==> config.mk <==
export PLATFORM = sky130hd
export DESIGN_NAME = hbt_pick
export DESIGN_NICKNAME = d
export VERILOG_FILES = /design/src/rtl/hbt_pkg.sv /design/src/rtl/hbt_pick.sv
export SDC_FILE = /design/constraint.sdc
export NUM_CORES = 1
export LEC_CHECK = 0
export ABC_AREA = 1
export BUFFER_PORTS_ARGS = -buffer_cell sky130_fd_sc_hd__buf_2
export CAP_MARGIN = 10
export CORE_ASPECT_RATIO = 0.75
export CORE_UTILIZATION = 50
export DETAILED_ROUTE_END_ITERATION = 8
export PLACE_DENSITY = 0.95
export SYNTH_ARGS = -nofsm -noshare
export SYNTH_HDL_FRONTEND = slang
export SYNTH_SLANG_ARGS = --single-unit
==> constraint.sdc <==
create_clock -name vclk -period 2.4
set_clock_uncertainty 0.1 [all_clocks]
set_input_delay 0.12 -clock vclk [all_inputs]
set_output_delay 0.12 -clock vclk [all_outputs]
set_load 0.05 [all_outputs]
==> src/rtl/hbt_pkg.sv <==
// ----------------------------------------------------------------------------
// hbt_pkg - shared types and constants of the hint band table
// Band and query words, match flags, status codes and table sizing.
// ----------------------------------------------------------------------------
package hbt_pkg;

  localparam int TABLE_DEPTH = 64;
  localparam int CNT_W       = $clog2(TABLE_DEPTH + 1);
  localparam int MARGIN_W    = 20;
  localparam int COORD_W     = 32;
  localparam int TAG_W       = 16;
  localparam int WIDE_W      = COORD_W + 2;
  localparam int COUNT_OUT_W = 7;

  localparam logic [MARGIN_W-1:0] MARGIN_RESET = MARGIN_W'(7680);

  localparam logic FUNC_ADD   = 1'b0;
  localparam logic FUNC_CLEAR = 1'b1;

  typedef enum logic [2:0] {
    STAT_INSERTED  = 3'd0,
    STAT_DUPLICATE = 3'd1,
    STAT_CONFLICT  = 3'd2,
    STAT_FULL      = 3'd3,
    STAT_CLEARED   = 3'd4
  } status_t;

  // one stored band: the relevant pair kept in order (lo <= hi)
  typedef struct packed {
    logic [1:0]         kind;
    logic [COORD_W-1:0] lo;
    logic [COORD_W-1:0] hi;
    logic [TAG_W-1:0]   start_tag;
    logic [TAG_W-1:0]   end_tag;
  } band_t;

  // request under test: the new band and its pair widened by a quarter of the margin
  typedef struct packed {
    band_t             band;
    logic [WIDE_W-1:0] lo_w;
    logic [WIDE_W-1:0] hi_w;
  } query_t;

  typedef struct packed {
    logic hit;
    logic dup;
  } match_t;

  typedef struct packed {
    logic any_hit;
    logic dup;
  } pick_t;

endpackage

==> src/rtl/hbt_pick.sv <==
// ----------------------------------------------------------------------------
// hbt_pick - newest-first selection over the cell match flags
// Isolates the lowest hit (cell 0 is the newest) and reports whether it is a duplicate.
// ----------------------------------------------------------------------------
module hbt_pick
  import hbt_pkg::*;
(
  input  logic [TABLE_DEPTH-1:0] hit,
  input  logic [TABLE_DEPTH-1:0] dup,
  output pick_t                  pick
);

  logic [TABLE_DEPTH-1:0] first;

  // keep only the lowest set bit
  assign first = hit & (~hit + TABLE_DEPTH'(1));

  always_comb begin
    pick.any_hit = |hit;
    pick.dup     = |(first & dup);
  end

endmodule

==> flow_summary.ini <==
[global_routing]
grtUsageMet2_pct = 54.3
grt_remaining_overflow = 0
grt_pass1_wl_mm = 14.3
grt_pass1_vias = 3111
grt_max_degree = 7
busiest_layer = met1
antenna_found_initial = 0
met1_usage_pct = 58.5
grt_use_total_pct = 39.4
grtUsageMet3_pct = 15.4

[setup_path]
slowest_stage = nor3_1
worstPathRequired_ns = 2.18
path_class = in2out
cp-start-kind = input port
max_stage_delay_ns = 0.34
crit_top_cell = nand3_1
crit_chain = buf_2 > nor2_1 > nand3_1 > nor3_1 > nand2_1 > nor3_2 > nand3_1 > o21ai_1 > nor2_1 > nand3_1 > buf_2
crit_family = simple AND/OR/NAND/NOR gates
cp_data_arrival_time_ns = 1.96
critPathMaxFanout = 3
cp-end-kind = primary output
worstPathBufferInverterCount = 2

[detailed_routing]
route.detailed.drc = 0
vias_per_cell = 5.28
num_vias = 3719
wl_per_cell_um = 13.2
drt_iter0_drc = 544
wl_mm = 9.32
firstDrtPassIters = 6
ant_nets = 0

[power_and_ir_drop]
p_per_area_mw_per_mm2 = 104
ir_drop_mv = 0.0752
p_leak_nw = 1.80

[timing]
fin_crit_sh_pct = 90.9
grt_setup_unrepaired = no
fmax_mhz = 458
worst_pin_slew_ns = 0.429
setup_viol = 0
hold_viol = 0
fin_crit_ns = 2.18
final_max_slew_viol_count = 0
tns_ns = 0
timing.hold.ws_ns = 0.691
maxSlewHeadroom_pct = 71.2

[final_layout]
n_clock_buffer = 0
drive_above_1_share_pct = 25.4
final_nets = 779
final-seq-area_um2 = 0
layout_commonest_cell = nand2_1
diodes = 0
mostFrequentLayoutCells = nand2_1 (182), buf_2 (130), nor2_1 (127)
fillers = 401
seq_cells = 0
syn2layout_area_growth_pct = 33.5

[synthesis]
yosysWarnings = 0
yosys-top-cells-area = nand2_1 (31%), nor2_1 (21%), inv_1 (14%), nand3_1 (9.9%), nand4_1 (4.5%)
yosysTopAreaCell = nand2_1
post-synth-top-area-fraction_pct = 30.6
yosysSeqAreaShare_pct = 0
synthCells = 516
synth_nets = 644
syn_area_mm2 = 0.00223
synth_area_per_cell_um2 = 4.33
ys_types = 21

[die]
io_pins = 130
start_util_pct = 53.7
core_mm2 = 0.00415
die_y_um = 59.9
rows = 20
die_area_mm2 = 0.00474
dieWidth_um = 79.2

[place]
hpwl_mm = 8.27
gp_congestion = 1.05
placement.io_buffers = 130

[clock_tree]
post_cts_buffers = 0
ctsHoldBuffers = 0
cts_resized = 0

[status]
outcome = finished, final reports clean

[job]
cap_violations = 0

[min_path]
hold_path_class = in2out
## per-layer routing
layer | share of wire [%] | wire (µm)
met3 | 18 | 1720
met5 | 0 | 0
met2 | 37 | 3450
met4 | 0.99 | 92
met1 | 44 | 4070
## cell type report
class / count / area (µm²) / share of cell area, %
Multi-Input combinational cell: 428 / 1910 / 64.0
Inverter: 88 / 330 / 11.1
Timing Repair Buffer: 133 / 673 / 22.6
Tap cell: 55 / 68.8 / 2.31
## cell usage after synthesis
library cell,instances
nor3_1,14
nor2_4,4
o21ai_0,2
clkinv_1,1
nor2_8,2
nor3b_1,1
nand2_2,7
inv_1,83
nor2_2,10
nand3_1,44
nand2_1,182
nor3_2,1
or2_2,1
nand3b_1,11
a21oi_1,1
nand2_4,2
nand4_1,16
nor2_1,127
and2_1,1
o21ai_1,2
inv_2,4
## per-stage QoR
stage          util, %  setup WS, ns  area (µm²)  cells  power (mW)
3_3_place_gp      71.6         0.138        2970    704       0.297
2_1_floorplan        -         0.761        2230    516       0.126
3_5_place_dp      71.6         0.194        2970    704       0.298
5_1_grt           71.7        0.0846        2980    704       0.340
6_report          71.7         0.218        2980    704       0.310
4_1_cts           71.6         0.190        2970    704       0.300
## worst paths after layout
path | from | end | slack (ns) | depth (start not counted)
worst max-delay path | hit[36] | pick[0] | 0.22 | 11
worst min-delay path | hit[63] | pick[1] | 0.69 | 6
## where the power goes
group / internal (mW) / switching [mW] / leakage (nW) / total, mW
Sequential: 0 / 0 / 0 / 0
Combinational: 0.124 / 0.186 / 1.80 / 0.310
Clock: 0 / 0 / 0 / 0
## kinds of logic after synthesis
family | after synthesis | share of synthesized area (%)
AND/OR/NAND/NOR | 423 | 84.1
AO/OA/AOI/OAI | 5 | 1.12
buffers and inverters | 88 | 14.8
Note: power is estimated with default switching activity, not from simulation.
