File: src/rtl/hbt_pkg.sv
// ----------------------------------------------------------------------------
// hbt_pkg - shared types and constants of the hint band table
// Band and query words, match flags, status codes and table sizing.
// ----------------------------------------------------------------------------
package hbt_pkg;

  localparam int TABLE_DEPTH = 64;
  localparam int CNT_W       = $clog2(TABLE_DEPTH + 1);
  localparam int MARGIN_W    = 20;
  localparam int COORD_W     = 32;
  localparam int TAG_W       = 16;
  localparam int WIDE_W      = COORD_W + 2;
  localparam int COUNT_OUT_W = 7;

  localparam logic [MARGIN_W-1:0] MARGIN_RESET = MARGIN_W'(7680);

  localparam logic FUNC_ADD   = 1'b0;
  localparam logic FUNC_CLEAR = 1'b1;

  typedef enum logic [2:0] {
    STAT_INSERTED  = 3'd0,
    STAT_DUPLICATE = 3'd1,
    STAT_CONFLICT  = 3'd2,
    STAT_FULL      = 3'd3,
    STAT_CLEARED   = 3'd4
  } status_t;

  // one stored band: the relevant pair kept in order (lo <= hi)
  typedef struct packed {
    logic [1:0]         kind;
    logic [COORD_W-1:0] lo;
    logic [COORD_W-1:0] hi;
    logic [TAG_W-1:0]   start_tag;
    logic [TAG_W-1:0]   end_tag;
  } band_t;

  // request under test: the new band and its pair widened by a quarter of the margin
  typedef struct packed {
    band_t             band;
    logic [WIDE_W-1:0] lo_w;
    logic [WIDE_W-1:0] hi_w;
  } query_t;

  typedef struct packed {
    logic hit;
    logic dup;
  } match_t;

  typedef struct packed {
    logic any_hit;
    logic dup;
  } pick_t;

endpackage

File: src/rtl/hbt_cell.sv
// ----------------------------------------------------------------------------
// hbt_cell - one slot of the band chain
// Holds one band, shifts it to the older neighbor on insert, and compares it
// against the current request every cycle.
// ----------------------------------------------------------------------------
module hbt_cell
  import hbt_pkg::*;
(
  input  logic   clk,
  input  logic   shift_en,
  input  logic   occupied,
  input  band_t  band_in,
  input  query_t query,
  output band_t  band,
  output match_t match
);

  logic signed [WIDE_W-1:0] lo_ext;
  logic signed [WIDE_W-1:0] hi_ext;
  logic                     kind_eq;
  logic                     same;
  logic                     overlap;
  match_t                   match_next;

  assign lo_ext = WIDE_W'($signed(band.lo));
  assign hi_ext = WIDE_W'($signed(band.hi));

  always_comb begin
    kind_eq = occupied && (band.kind == query.band.kind);
    same    = (band.lo == query.band.lo) && (band.hi == query.band.hi);
    overlap = (lo_ext <= $signed(query.hi_w)) && ($signed(query.lo_w) <= hi_ext);
    match_next.dup = kind_eq && same;
    match_next.hit = kind_eq && (same || overlap);
  end

  always_ff @(posedge clk) begin
    if (shift_en) begin
      band <= band_in;
    end
    match <= match_next;
  end

endmodule

File: config.mk
export PLATFORM = sky130hd
export DESIGN_NAME = hbt_cell
export DESIGN_NICKNAME = d
export VERILOG_FILES = /design/src/rtl/hbt_pkg.sv /design/src/rtl/hbt_cell.sv
export SDC_FILE = /design/constraint.sdc
export NUM_CORES = 1
export LEC_CHECK = 0
export BUFFER_PORTS_ARGS = -buffer_cell sky130_fd_sc_hd__clkbuf_2
export CORE_AREA = 2 2 143 145
export DETAILED_ROUTE_END_ITERATION = 16
export DIE_AREA = 0 0 145 147
export PLACE_DENSITY = 0.58
export SLEW_MARGIN = 20
export SYNTH_ARGS = -nofsm -noshare
export SYNTH_HDL_FRONTEND = slang
export SYNTH_SLANG_ARGS = --single-unit
File: constraint.sdc
create_clock -name clk -period 2.8 [get_ports clk]
set_input_delay 0.14 -clock clk [delete_from_list [all_inputs] [get_ports clk]]
set_output_delay 0.14 -clock clk [all_outputs]
set_load 0.05 [all_outputs]
==> impl_metrics.env, run 1 <==
export IMPL_status="completed"
export IMPL_ys_warn_count=0
export IMPL_vias=5021
export IMPL_finalCriticalPeriod_ns=2.327
export IMPL_critPathMaxFanout=5
export IMPL_cts_sinks=100
export IMPL_first_global_vias=5414
export IMPL_fin_crit_sh=0.8311
export IMPL_dieArea_sq_mm=0.02132
export IMPL_grt_setup_unrepaired="false"
export IMPL_slew_headroom=0.5268
export IMPL_r2r_end="match[1]"
export IMPL_whs_endpoint="match[0]"
export IMPL_critPathBufInv=0
export IMPL_setup_viol=0
export IMPL_final_nets=1221
export IMPL_root_buffer="clkbuf_16"
export IMPL_die_h_um=147
export IMPL_grt_total_usage=0.1837
export IMPL_cts_max_path_buffers=2
export IMPL_required_ns=3.03
export IMPL_fin_tns_setup_ns=0
export IMPL_hold_path_class="input port to register"
export IMPL_cts_max_level=3
export IMPL_cts_clk_slew_worst_paths_ns=0.07
export IMPL_synth_cell_area_sq_mm=0.005512
export IMPL_rr_worst_depth=8
export IMPL_ant_nets=0
export IMPL_post_place_ws_ns=0.4626
export IMPL_drt_pass1_iterations=4
export IMPL_post_dp_hpwl_um=15810
export IMPL_route_detailed_drc=0
export IMPL_finalClockSkew_ns=0.01265
export IMPL_start_util=0.2777
export IMPL_grt_pass1_wl_um=29550
export IMPL_critPathKind="register to register"
export IMPL_wirelength_um=19560
export IMPL_drive_above_1_share=0.4097
export IMPL_port_buffers=334
export IMPL_fin_cells=1162
export IMPL_dr_max_layer_used="met4"
export IMPL_seq_area_frac_synth=0.5412
export IMPL_overflow=0
export IMPL_drv_cap=0
export IMPL_power_density_mw_per_mm2=496.9
export IMPL_ys_ff_latch=100
export IMPL_max_stage_delay_ns=0.47
export IMPL_dp_cells=1047
export IMPL_cts_resized=0
export IMPL_r2r_start="band[95]"
export IMPL_grt_max_degree=44
export IMPL_antenna_found_initial=1
export IMPL_r2r_slack_ns=0.47
export IMPL_cpMaxStageDelayCell="edfxtp_1"
export IMPL_peakVddDrop_v=0.0002917
export IMPL_via_per_inst=4.321
export IMPL_row_count=52
export IMPL_final_max_slew_violation_count=0
export IMPL_synth_nets=772
export IMPL_place_congestion=0.8324
export IMPL_die_x_um=145
export IMPL_holdPathStages=4
export IMPL_min_from="occupied"
export IMPL_worst_pin_slew_ns=0.7032
export IMPL_fmaxAchievable_mhz=429.7
export IMPL_insertion_delay_ns=0.35
export IMPL_wl_per_cell_um=16.83
export IMPL_cts_tree="done"
export IMPL_layout_commonest_cell="clkbuf_2"
export IMPL_core_sq_mm=0.01984
export IMPL_ios=367
export IMPL_wl_met2_um=9825
export IMPL_start_kind="register"
export IMPL_timing_final_ws_setup_ns=0.4730
export IMPL_end_kind="register"
export IMPL_avgSynthCellArea_sq_um=12.61
export IMPL_synth_distinct_cells=35
export IMPL_dr_first_iter_drc_count=151
export IMPL_path_cells="ha_1, nand4_2, nor4_4, a41oi_1, nand3_2, a22oi_1, o221ai_1, o21bai_1"
export IMPL_wl_met1_um=8134
export IMPL_postSynthCellCount=437
export IMPL_dr_wl_met3_um=1211
export IMPL_layout_common_cells="333 x clkbuf_2, 98 x edfxtp_1, 98 x dlygate4sd3_1"
export IMPL_cts_buffers=9
export IMPL_path_delay_family="simple AND/OR/NAND/NOR gates"
export IMPL_leakagePower_nw=4.348
export IMPL_cp_arrival_ns=2.56
export IMPL_cp_startpoint="band[95]"
export IMPL_areaGrowthSynthToFinish_pct=60.50
export IMPL_finalHoldViolations=0
[cells by family (layout without fill, tap and decap cells)]
kind of cell,count (synthesis),count (layout),synth area share
other,0,1,0
adder cells (fa/ha/maj),68,68,0.1544
XOR/XNOR,66,66,0.1049
buffers and inverters,71,525,0.04835
multiplexers,1,1,0.001816
AND/OR/NAND/NOR,71,71,0.08468
AO/OA/AOI/OAI,60,60,0.06470
flip-flops,100,100,0.5412
[stage by stage]
stage	hold slack (ns)	total power [mW]	area, sq um	util
3_3_place_gp	0.3168	3.063	7581	0.3820
4_1_cts	0.2579	4.456	8843	0.4456
6_report	0.2687	4.396	8846	0.4458
5_1_grt	0.2741	4.612	8846	0.4458
3_5_place_dp	0.3186	3.079	7581	0.3820
2_1_floorplan	0.2389	2.611	5512	-
[worst min-delay path, delay by kind of cell]
kind	cells	cell delay, ns
and+or+nand+nor	3	0.36
buffers and inverters	1	0.07
[synthesized netlist by cell type, drive strengths merged]
| cell | number | area, sq um |
|---|---|---|
| o211ai | 1 | 7.510 |
| o31a | 1 | 8.760 |
| edfxtp | 98 | 2943 |
| o22ai | 1 | 6.260 |
| a21o | 8 | 60.06 |
| xor2 | 48 | 420.4 |
| o21ai | 12 | 60.06 |
| nand4 | 18 | 140.1 |
| a22oi | 2 | 15.01 |
| nor4 | 17 | 148.9 |
| nand3 | 7 | 40.04 |
| inv | 71 | 266.5 |
| nor3 | 3 | 15.01 |
| o21a | 1 | 7.510 |
| mux2i | 1 | 10.01 |
| and4 | 2 | 17.52 |
| a21oi | 28 | 140.1 |
| ha | 68 | 850.8 |
| and3 | 1 | 6.260 |
| a221oi | 3 | 26.28 |
| o221ai | 1 | 8.760 |
| nand2 | 19 | 71.32 |
| nor2 | 3 | 18.77 |
| dfxtp | 2 | 40.04 |
| xnor2 | 18 | 157.7 |
| a41oi | 1 | 8.760 |
| o21bai | 1 | 7.510 |
| nand2b | 1 | 8.760 |
[power breakdown]
| group | leakage (nW) | internal (mW) | switching [mW] |
|---|---|---|---|
| Clock | 0.132 | 0.622 | 0.630 |
| Sequential | 0.975 | 1.78 | 0.104 |
| Combinational | 3.24 | 0.472 | 0.791 |
[flip-flops by register name, summed over array words and instances (netlist names)]
register  cells
band         98
match         2
[layout make-up]
cell class	count	area, sq um
inverter	71	266.5
timing repair buffer	438	2713
antenna	1	2.502
fill	1866	11000
multi-input combinational	266	2262
clock inverter	6	52.55
sequential	100	2983
clock buffer	10	229.0
tap	270	337.8
[how the worst max path moves through the flow]
stage	end	slack, ns	cells past startpoint
finish	match[1]	0.47	8
global route	match[1]	0.31	8
CTS	match[1]	0.44	9
detailed placement	match[1]	0.46	9
global placement	match[1]	0.53	8
floorplan	match[1]	0.54	8
[layer usage]
| layer | global-route usage | vias to the layer above |
|---|---|---|
| met3 | 0.04627 | 24 |
| li1 | - | 2479 |
| met2 | 0.3288 | 217 |
| met4 | 0.05198 | 0 |
| met1 | 0.2190 | 2301 |
| met5 | 0 | - |
[repair_timing]
action / 4_1_cts / 5_1_grt
setup buffers: 0 / 0
setup endpoints to repair: 0 / 0
hold buffers: 98 / 0
endpoints found under the hold margin: 98 / 0
(Power assumes the default switching activity.)
==> run 2: changes to the inputs <==
--- a/config.mk
+++ b/config.mk
@@ -5,11 +5,12 @@
 export SDC_FILE = /design/constraint.sdc
 export NUM_CORES = 1
 export LEC_CHECK = 0
+export ABC_AREA = 1
 export BUFFER_PORTS_ARGS = -buffer_cell sky130_fd_sc_hd__clkbuf_2
-export CORE_AREA = 2 2 143 145
+export CORE_AREA = 2 2 144 146
 export DETAILED_ROUTE_END_ITERATION = 16
-export DIE_AREA = 0 0 145 147
-export PLACE_DENSITY = 0.58
+export DIE_AREA = 0 0 146 148
+export PLACE_DENSITY = 0.61
 export SLEW_MARGIN = 20
 export SYNTH_ARGS = -nofsm -noshare
 export SYNTH_HDL_FRONTEND = slang
==> constraint.sdc (replaced) <==
create_clock -name clk -period 2.35 [get_ports clk]
set_input_delay 0.1175 -clock clk [delete_from_list [all_inputs] [get_ports clk]]
set_output_delay 0.1175 -clock clk [all_outputs]
set_load 0.05 [all_outputs]
==> run 2 against run 1 <==
  * Core utilization up 2.1 points
  * Clock skew up 0.0017 ns
  * Non-clock buffer count down 3
  * Final area up 5.8%
  * Critical endpoint unchanged
  * Highest routed layer unchanged
==> impl_metrics.env, run 2 <==
export IMPL_status="completed"
export IMPL_cts_max_level=3
export IMPL_wl_per_cell_um=16.19
export IMPL_setup_viol=0
export IMPL_critPathKind="register to register"
export IMPL_cp_arrival_ns=2.13
export IMPL_reg_top3="band: 98 flops, match: 2 flops"
export IMPL_hold_path_class="input port to register"
export IMPL_drv_cap=0
export IMPL_ant_nets=0
export IMPL_finalClockSkew_ns=0.01431
export IMPL_cts_clk_slew_worst_paths_ns=0.08
export IMPL_required_ns=2.59
export IMPL_drive_above_1_share=0.3528
export IMPL_grt_max_degree=49
export IMPL_path_cells="inv_1, ha_1, nand2_1, nor2_2, nand3_1, nor2_1, nand2_1, nand2_1, nor2_1, nand3_1, nand3_1, nand3_1, nand2_1"
export IMPL_postCtsHoldBufs=98
export IMPL_synth_edf_count=98
export IMPL_num_antenna_cells=0
export IMPL_cts_buffers=9
export IMPL_final_max_slew_violation_count=0
export IMPL_avgSynthCellArea_sq_um=9.885
export IMPL_r2r_start="band[63]"
export IMPL_synth_distinct_cells=34
export IMPL_worst_pin_slew_ns=0.4752
export IMPL_root_buffer="clkbuf_16"
export IMPL_finalCriticalPeriod_ns=1.896
export IMPL_cpMaxStageDelayCell="edfxtp_1"
export IMPL_synth_top_area_share=0.4865
export IMPL_rr_worst_depth=13
export IMPL_synth_area_leaders="edfxtp_1 49%, ha_1 14%, nand2_1 7.0%, inv_1 6.6%, xor2_1 5.9%"
export IMPL_row_count=52
export IMPL_grt_total_usage=0.1954
export IMPL_r2r_end="match[1]"
export IMPL_layout_common_cells="333 x clkbuf_2, 113 x nand2_1, 106 x inv_1"
export IMPL_synth_nets=947
export IMPL_via_per_inst=4.350
export IMPL_leakagePower_nw=4.733
export IMPL_die_h_um=148
export IMPL_ys_ff_latch=100
export IMPL_whs_endpoint="match[0]"
export IMPL_wirelength_um=21590
export IMPL_yosysMostFrequentCell="nand2_1"
export IMPL_drt_pass1_iterations=4
export IMPL_vias=5799
export IMPL_end_kind="register"
export IMPL_fin_tns_setup_ns=0
export IMPL_grt_setup_unrepaired="false"
export IMPL_largest_register_ffs=98
export IMPL_slew_headroom=0.6822
export IMPL_antenna_found_initial=0
export IMPL_fin_crit_sh=0.8068
export IMPL_start_kind="register"
export IMPL_ios=367
export IMPL_synth_common_cells="113 x nand2_1, 106 x inv_1, 98 x edfxtp_1, 68 x ha_1, 44 x nor2_1"
export IMPL_cts_setup_buffers=0
export IMPL_layout_commonest_cell="clkbuf_2"
export IMPL_peakVddDrop_v=0.0003434
export IMPL_holdPathStages=6
export IMPL_fmaxAchievable_mhz=527.4
export IMPL_multi_input_comb_area_sq_mm=0.002658
export IMPL_regArea_sq_mm=0.002983
export IMPL_core_sq_mm=0.02004
export IMPL_route_detailed_drc=0
export IMPL_final_util=0.4672
export IMPL_seq_area_frac_synth=0.4931
export IMPL_cts_max_path_buffers=2
export IMPL_grt_pass1_wl_um=31880
export IMPL_final_area_sq_mm=0.009363
export IMPL_areaGrowthSynthToFinish_pct=54.77
export IMPL_die_x_um=146
export IMPL_postSynthCellCount=612
export IMPL_cts_tree="done"
export IMPL_ys_warn_count=0
export IMPL_power_density_mw_per_mm2=571.6
export IMPL_port_buffers=334
export IMPL_synth_ff_type="edfxtp_1"
export IMPL_n_fill_cell=1945
export IMPL_first_global_vias=6129
export IMPL_cts_resized=0
export IMPL_critPathMaxFanout=4
export IMPL_synth_cell_area_sq_mm=0.006050
export IMPL_overflow=0
export IMPL_start_util=0.3019
export IMPL_post_dp_hpwl_um=17550
export IMPL_synth_top_area_cell="edfxtp_1"
export IMPL_max_stage_delay_ns=0.40
export IMPL_place_area_sq_mm=0.008097
export IMPL_r2r_slack_ns=0.45
export IMPL_place_congestion=0.8351
export IMPL_dr_first_iter_drc_count=187
export IMPL_cts_sinks=100
export IMPL_synth_async_sr_flop_share=0
export IMPL_min_from="query[113]"
export IMPL_insertion_delay_ns=0.35
export IMPL_final_nets=1393
export IMPL_regMostFlops="band"
export IMPL_dieArea_sq_mm=0.02161
export IMPL_finalHoldViolations=0
-- run 2: cell types whose count changed after synthesis, moves of 6 or more --
cell,before,now
nand4_1,15,6
nor3_1,3,12
or2_2,0,6
inv_1,71,106
xor2_1,48,41
nand3_1,6,20
nor2_1,2,44
nand2_1,19,113
xnor2_1,18,12
-- run 2: worst max-delay path by stage --
stage               startpoint       end  slack, ns
detailed placement    band[52]  match[1]       0.46
global route          band[63]  match[1]       0.27
floorplan             band[63]  match[1]       0.37
finish                band[63]  match[1]       0.45
global placement      band[63]  match[1]       0.46
CTS                   band[63]  match[1]       0.43
-- run 2: cells by family (layout without fill, tap and decap cells) --
kind of cell    after synthesis  count (layout)  share of synthesized area
fa+ha+maj                    68              68                     0.1406
xor+xnor                     53              53                    0.07673
flops                       100             100                     0.4931
simple gates                242             242                     0.1855
buf+inv                     109             560                    0.06763
compound gates               40              40                    0.03640
-- run 2: layout make-up --
cell class                      instances  share of cell area
Multi-Input combinational cell        403              0.2838
Inverter                              109             0.04370
Clock inverter                          7            0.006415
Sequential cell                       100              0.3186
Tap cell                              270             0.03608
Clock buffer                            9             0.02405
Timing Repair Buffer                  435              0.2873
-- run 2: per-layer routing --
layer,vias to the layer above,routed length [um],share of wire,global-route usage
li1,2924,-,-,-
met1,2596,9022,0.42,0.2267
met2,239,10680,0.49,0.3465
met3,40,1262,0.058,0.05093
met4,0,624,0.029,0.07524
met5,-,0,0,0
-- run 2: where the power goes --
| group | internal [mW] | switching (mW) | total [mW] |
|---|---|---|---|
| logic | 0.581 | 1.07 | 1.65 |
| registers | 2.12 | 0.111 | 2.23 |
| clock network | 0.737 | 0.738 | 1.48 |
-- run 2: critical path, delay by kind of cell, from the launching register on --
family,cells,cell delay [ns]
fa+ha+maj,1,0.34
buf+inv,1,0.10
flops,1,0.40
simple gates,11,0.94
-- run 2: per-stage QoR --
step	power, mW	hold slack, ns	instances	setup WS (ns)
6_report	5.352	0.2150	1333	0.4541
5_1_grt	5.622	0.2396	1333	0.2737
4_1_cts	5.423	0.1893	1333	0.4322
3_5_place_dp	3.798	0.2961	1219	0.4598
3_3_place_gp	3.775	0.2943	1219	0.4610
2_1_floorplan	3.204	0.2164	612	0.3724
==> run 3: changes to the inputs <==
--- a/config.mk
+++ b/config.mk
@@ -5,12 +5,12 @@
 export SDC_FILE = /design/constraint.sdc
 export NUM_CORES = 1
 export LEC_CHECK = 0
-export ABC_AREA = 1
+export ABC_AREA = 0
 export BUFFER_PORTS_ARGS = -buffer_cell sky130_fd_sc_hd__clkbuf_2
-export CORE_AREA = 2 2 144 146
+export CORE_AREA = 2 2 143 145
 export DETAILED_ROUTE_END_ITERATION = 16
-export DIE_AREA = 0 0 146 148
-export PLACE_DENSITY = 0.61
+export DIE_AREA = 0 0 145 147
+export PLACE_DENSITY = 0.58
 export SLEW_MARGIN = 20
 export SYNTH_ARGS = -nofsm -noshare
 export SYNTH_HDL_FRONTEND = slang
==> constraint.sdc (replaced) <==
create_clock -name clk -period 1.9 [get_ports clk]
set_input_delay 0.095 -clock clk [delete_from_list [all_inputs] [get_ports clk]]
set_output_delay 0.095 -clock clk [all_outputs]
set_load 0.05 [all_outputs]
==> run 3 against run 2 <==
  * Flip-flop and latch count stayed put
  * Global-route usage shrank 0.15 points
  * Combinational power rose by 33%
  * Non-clock buffer count rose by 87
  * The run now ends with negative setup slack left
  * Sequential power rose by 22%
  * Register-to-register slack got worse by 0.66 ns
  * Via count down 8.9%
==> impl_metrics.env, run 3 (synthesis gave the netlist of run 1 again) <==
export IMPL_cts_sinks=100
export IMPL_dp_cells=1124
export IMPL_n_fill_cell=1847
export IMPL_path_cells="inv_1, ha_1, and4_1, a221oi_2, o22ai_1, nor3_2, mux2i_2, o21bai_1"
export IMPL_hold_path_class="input port to register"
export IMPL_largest_register_ffs=98
export IMPL_post_dp_hpwl_um=16720
export IMPL_root_buffer="clkbuf_16"
export IMPL_core_sq_mm=0.01984
export IMPL_layout_commonest_cell="clkbuf_2"
export IMPL_internal_power_mw=4.432
export IMPL_first_global_vias=5736
export IMPL_grt_setup_unrepaired="true"
export IMPL_via_per_inst=4.243
export IMPL_grt_total_usage=0.1939
export IMPL_worst_pin_slew_ns=0.5447
export IMPL_fmaxAchievable_mhz=473.8
export IMPL_cts_clk_slew_worst_paths_ns=0.08
export IMPL_final_area_sq_mm=0.009704
export IMPL_overflow=0
export IMPL_layout_common_cells="333 x clkbuf_2, 98 x edfxtp_1, 98 x dlygate4sd3_1"
export IMPL_die_h_um=147
export IMPL_timing_final_ws_setup_ns=-0.2105
export IMPL_ios=367
export IMPL_ant_nets=0
export IMPL_cts_buffers=9
export IMPL_place_congestion=0.8095
export IMPL_start_util=0.2777
export IMPL_start_kind="register"
export IMPL_cpMaxStageDelayCell="edfxtp_1"
export IMPL_setup_viol=1
export IMPL_combPwrFrac=0.324
export IMPL_finalCriticalPeriod_ns=2.111
export IMPL_switching_power_mw=2.338
export IMPL_drive_above_1_share=0.4846
export IMPL_reg_top3="band: 98 flops, match: 2 flops"
export IMPL_wirelength_um=20940
export IMPL_fin_cells=1245
export IMPL_route_detailed_drc=0
export IMPL_max_stage_delay_ns=0.45
export IMPL_switching_share=0.3454
export IMPL_drt_pass1_iterations=4
export IMPL_final_max_slew_violation_count=0
export IMPL_dieArea_sq_mm=0.02132
export IMPL_regMostFlops="band"
export IMPL_end_kind="register"
export IMPL_required_ns=2.13
export IMPL_die_x_um=145
export IMPL_row_count=52
export IMPL_total_power_mw=6.770
export IMPL_areaGrowthSynthToFinish_pct=76.07
export IMPL_final_util=0.4890
export IMPL_wl_per_cell_um=16.82
export IMPL_final_nets=1305
export IMPL_fin_crit_sh=1.111
export IMPL_grt_max_degree=35
export IMPL_leakagePower_nw=4.817
export IMPL_power_density_mw_per_mm2=697.7
export IMPL_cts_max_path_buffers=2
export IMPL_status="finished, violations left"
export IMPL_critPathMaxFanout=3
export IMPL_cts_tree="done"
export IMPL_peakVddDrop_v=0.0003895
export IMPL_power_frac_clock=0.274
export IMPL_grt_pass1_wl_um=30970
export IMPL_cts_max_level=3
export IMPL_vias=5282
export IMPL_cp_arrival_ns=2.34
export IMPL_antenna_found_initial=0
export IMPL_finalHoldViolations=0
export IMPL_post_place_ws_ns=-0.2869
export IMPL_critPathKind="register to register"
export IMPL_place_area_sq_mm=0.008247
export IMPL_violations="negative setup slack"
export IMPL_finalClockSkew_ns=0.01381
export IMPL_dr_first_iter_drc_count=166
export IMPL_drv_cap=0
export IMPL_port_buffers=334
export IMPL_seqPwrFrac=0.402
export IMPL_slew_headroom=0.6335
export IMPL_insertion_delay_ns=0.35
[run 3: cell count changes in the layout (fill, tap and decap cells not counted), moves of 7 or more]
cell     before  now
nand2_1     113   18
inv_1       106   69
ha_4          0    8
xor2_1       41   48
ha_1         68   60
nor3_1       12    1
nor2_1       44    2
nand4_1       6   15
nand3_1      20    5
buf_4         3   87
[run 3: power groups by stage]
stage	clock network, mW	registers [mW]	logic, mW
after floorplan	0	3.38	0.492
after global placement	0	2.76	1.98
after detailed placement	0	2.77	1.99
after CTS	1.92	2.72	2.19
after global routing	2.00	2.74	2.37
final	1.86	2.72	2.19
[run 3: final cells by class]
type	count	area (sq um)	area share
antenna	1	2.502	0.0002579
tap	270	337.8	0.03481
timing repair buffer	522	3363	0.3466
sequential	100	2983	0.3074
multi-input combinational	266	2465	0.2540
inverter	71	266.5	0.02746
clock inverter	6	61.31	0.006318
clock buffer	9	225.2	0.02321
[run 3: timing repair]
action                                  in CTS  in global routing
buffers inserted                             4                  4
hold buffers                                98                  0
endpoints found under the setup margin       2                  2
resized for setup                            9                 11
endpoints found under the hold margin       98                  0
pin swaps                                   12                 10
[run 3: final timing paths]
path / endpoint / cells after the start / start / slack (ns)
worst max-delay path: match[1] / 8 / band[38] / -0.21
worst max register to register: match[1] / 8 / band[38] / -0.21
worst min register to register: match[1] / 4 / band[97] / 0.83
worst min-delay path: band[17] / 1 / shift_en / 0.18
[run 3: worst max-delay path, delay by kind of cell (launching register included)]
kind	cells	cell delay [ns]
DFF	1	0.45
adders and majority gates	1	0.22
AOI/OAI and AO/OA	3	0.51
and+or+nand+nor	2	0.44
buffers and inverters	1	0.09
muxes	1	0.27
[run 3: through the flow]
step	hold slack [ns]	setup TNS, ns
finish	0.1776	-0.2105
global route	0.1742	-0.4836
CTS	0.1609	-0.2566
detailed placement	0.2736	-0.3773
global placement	0.2716	-0.3399
floorplan	0.1939	-0.2662
[run 3: per-layer routing]
| metal | vias to the layer above | GRT usage | share of wire |
|---|---|---|---|
| met5 | - | 0 | 0 |
| met3 | 22 | 0.03820 | 0.049 |
| li1 | 2650 | - | - |
| met4 | 0 | 0.05941 | 0.018 |
| met2 | 196 | 0.3462 | 0.51 |
| met1 | 2414 | 0.2369 | 0.42 |
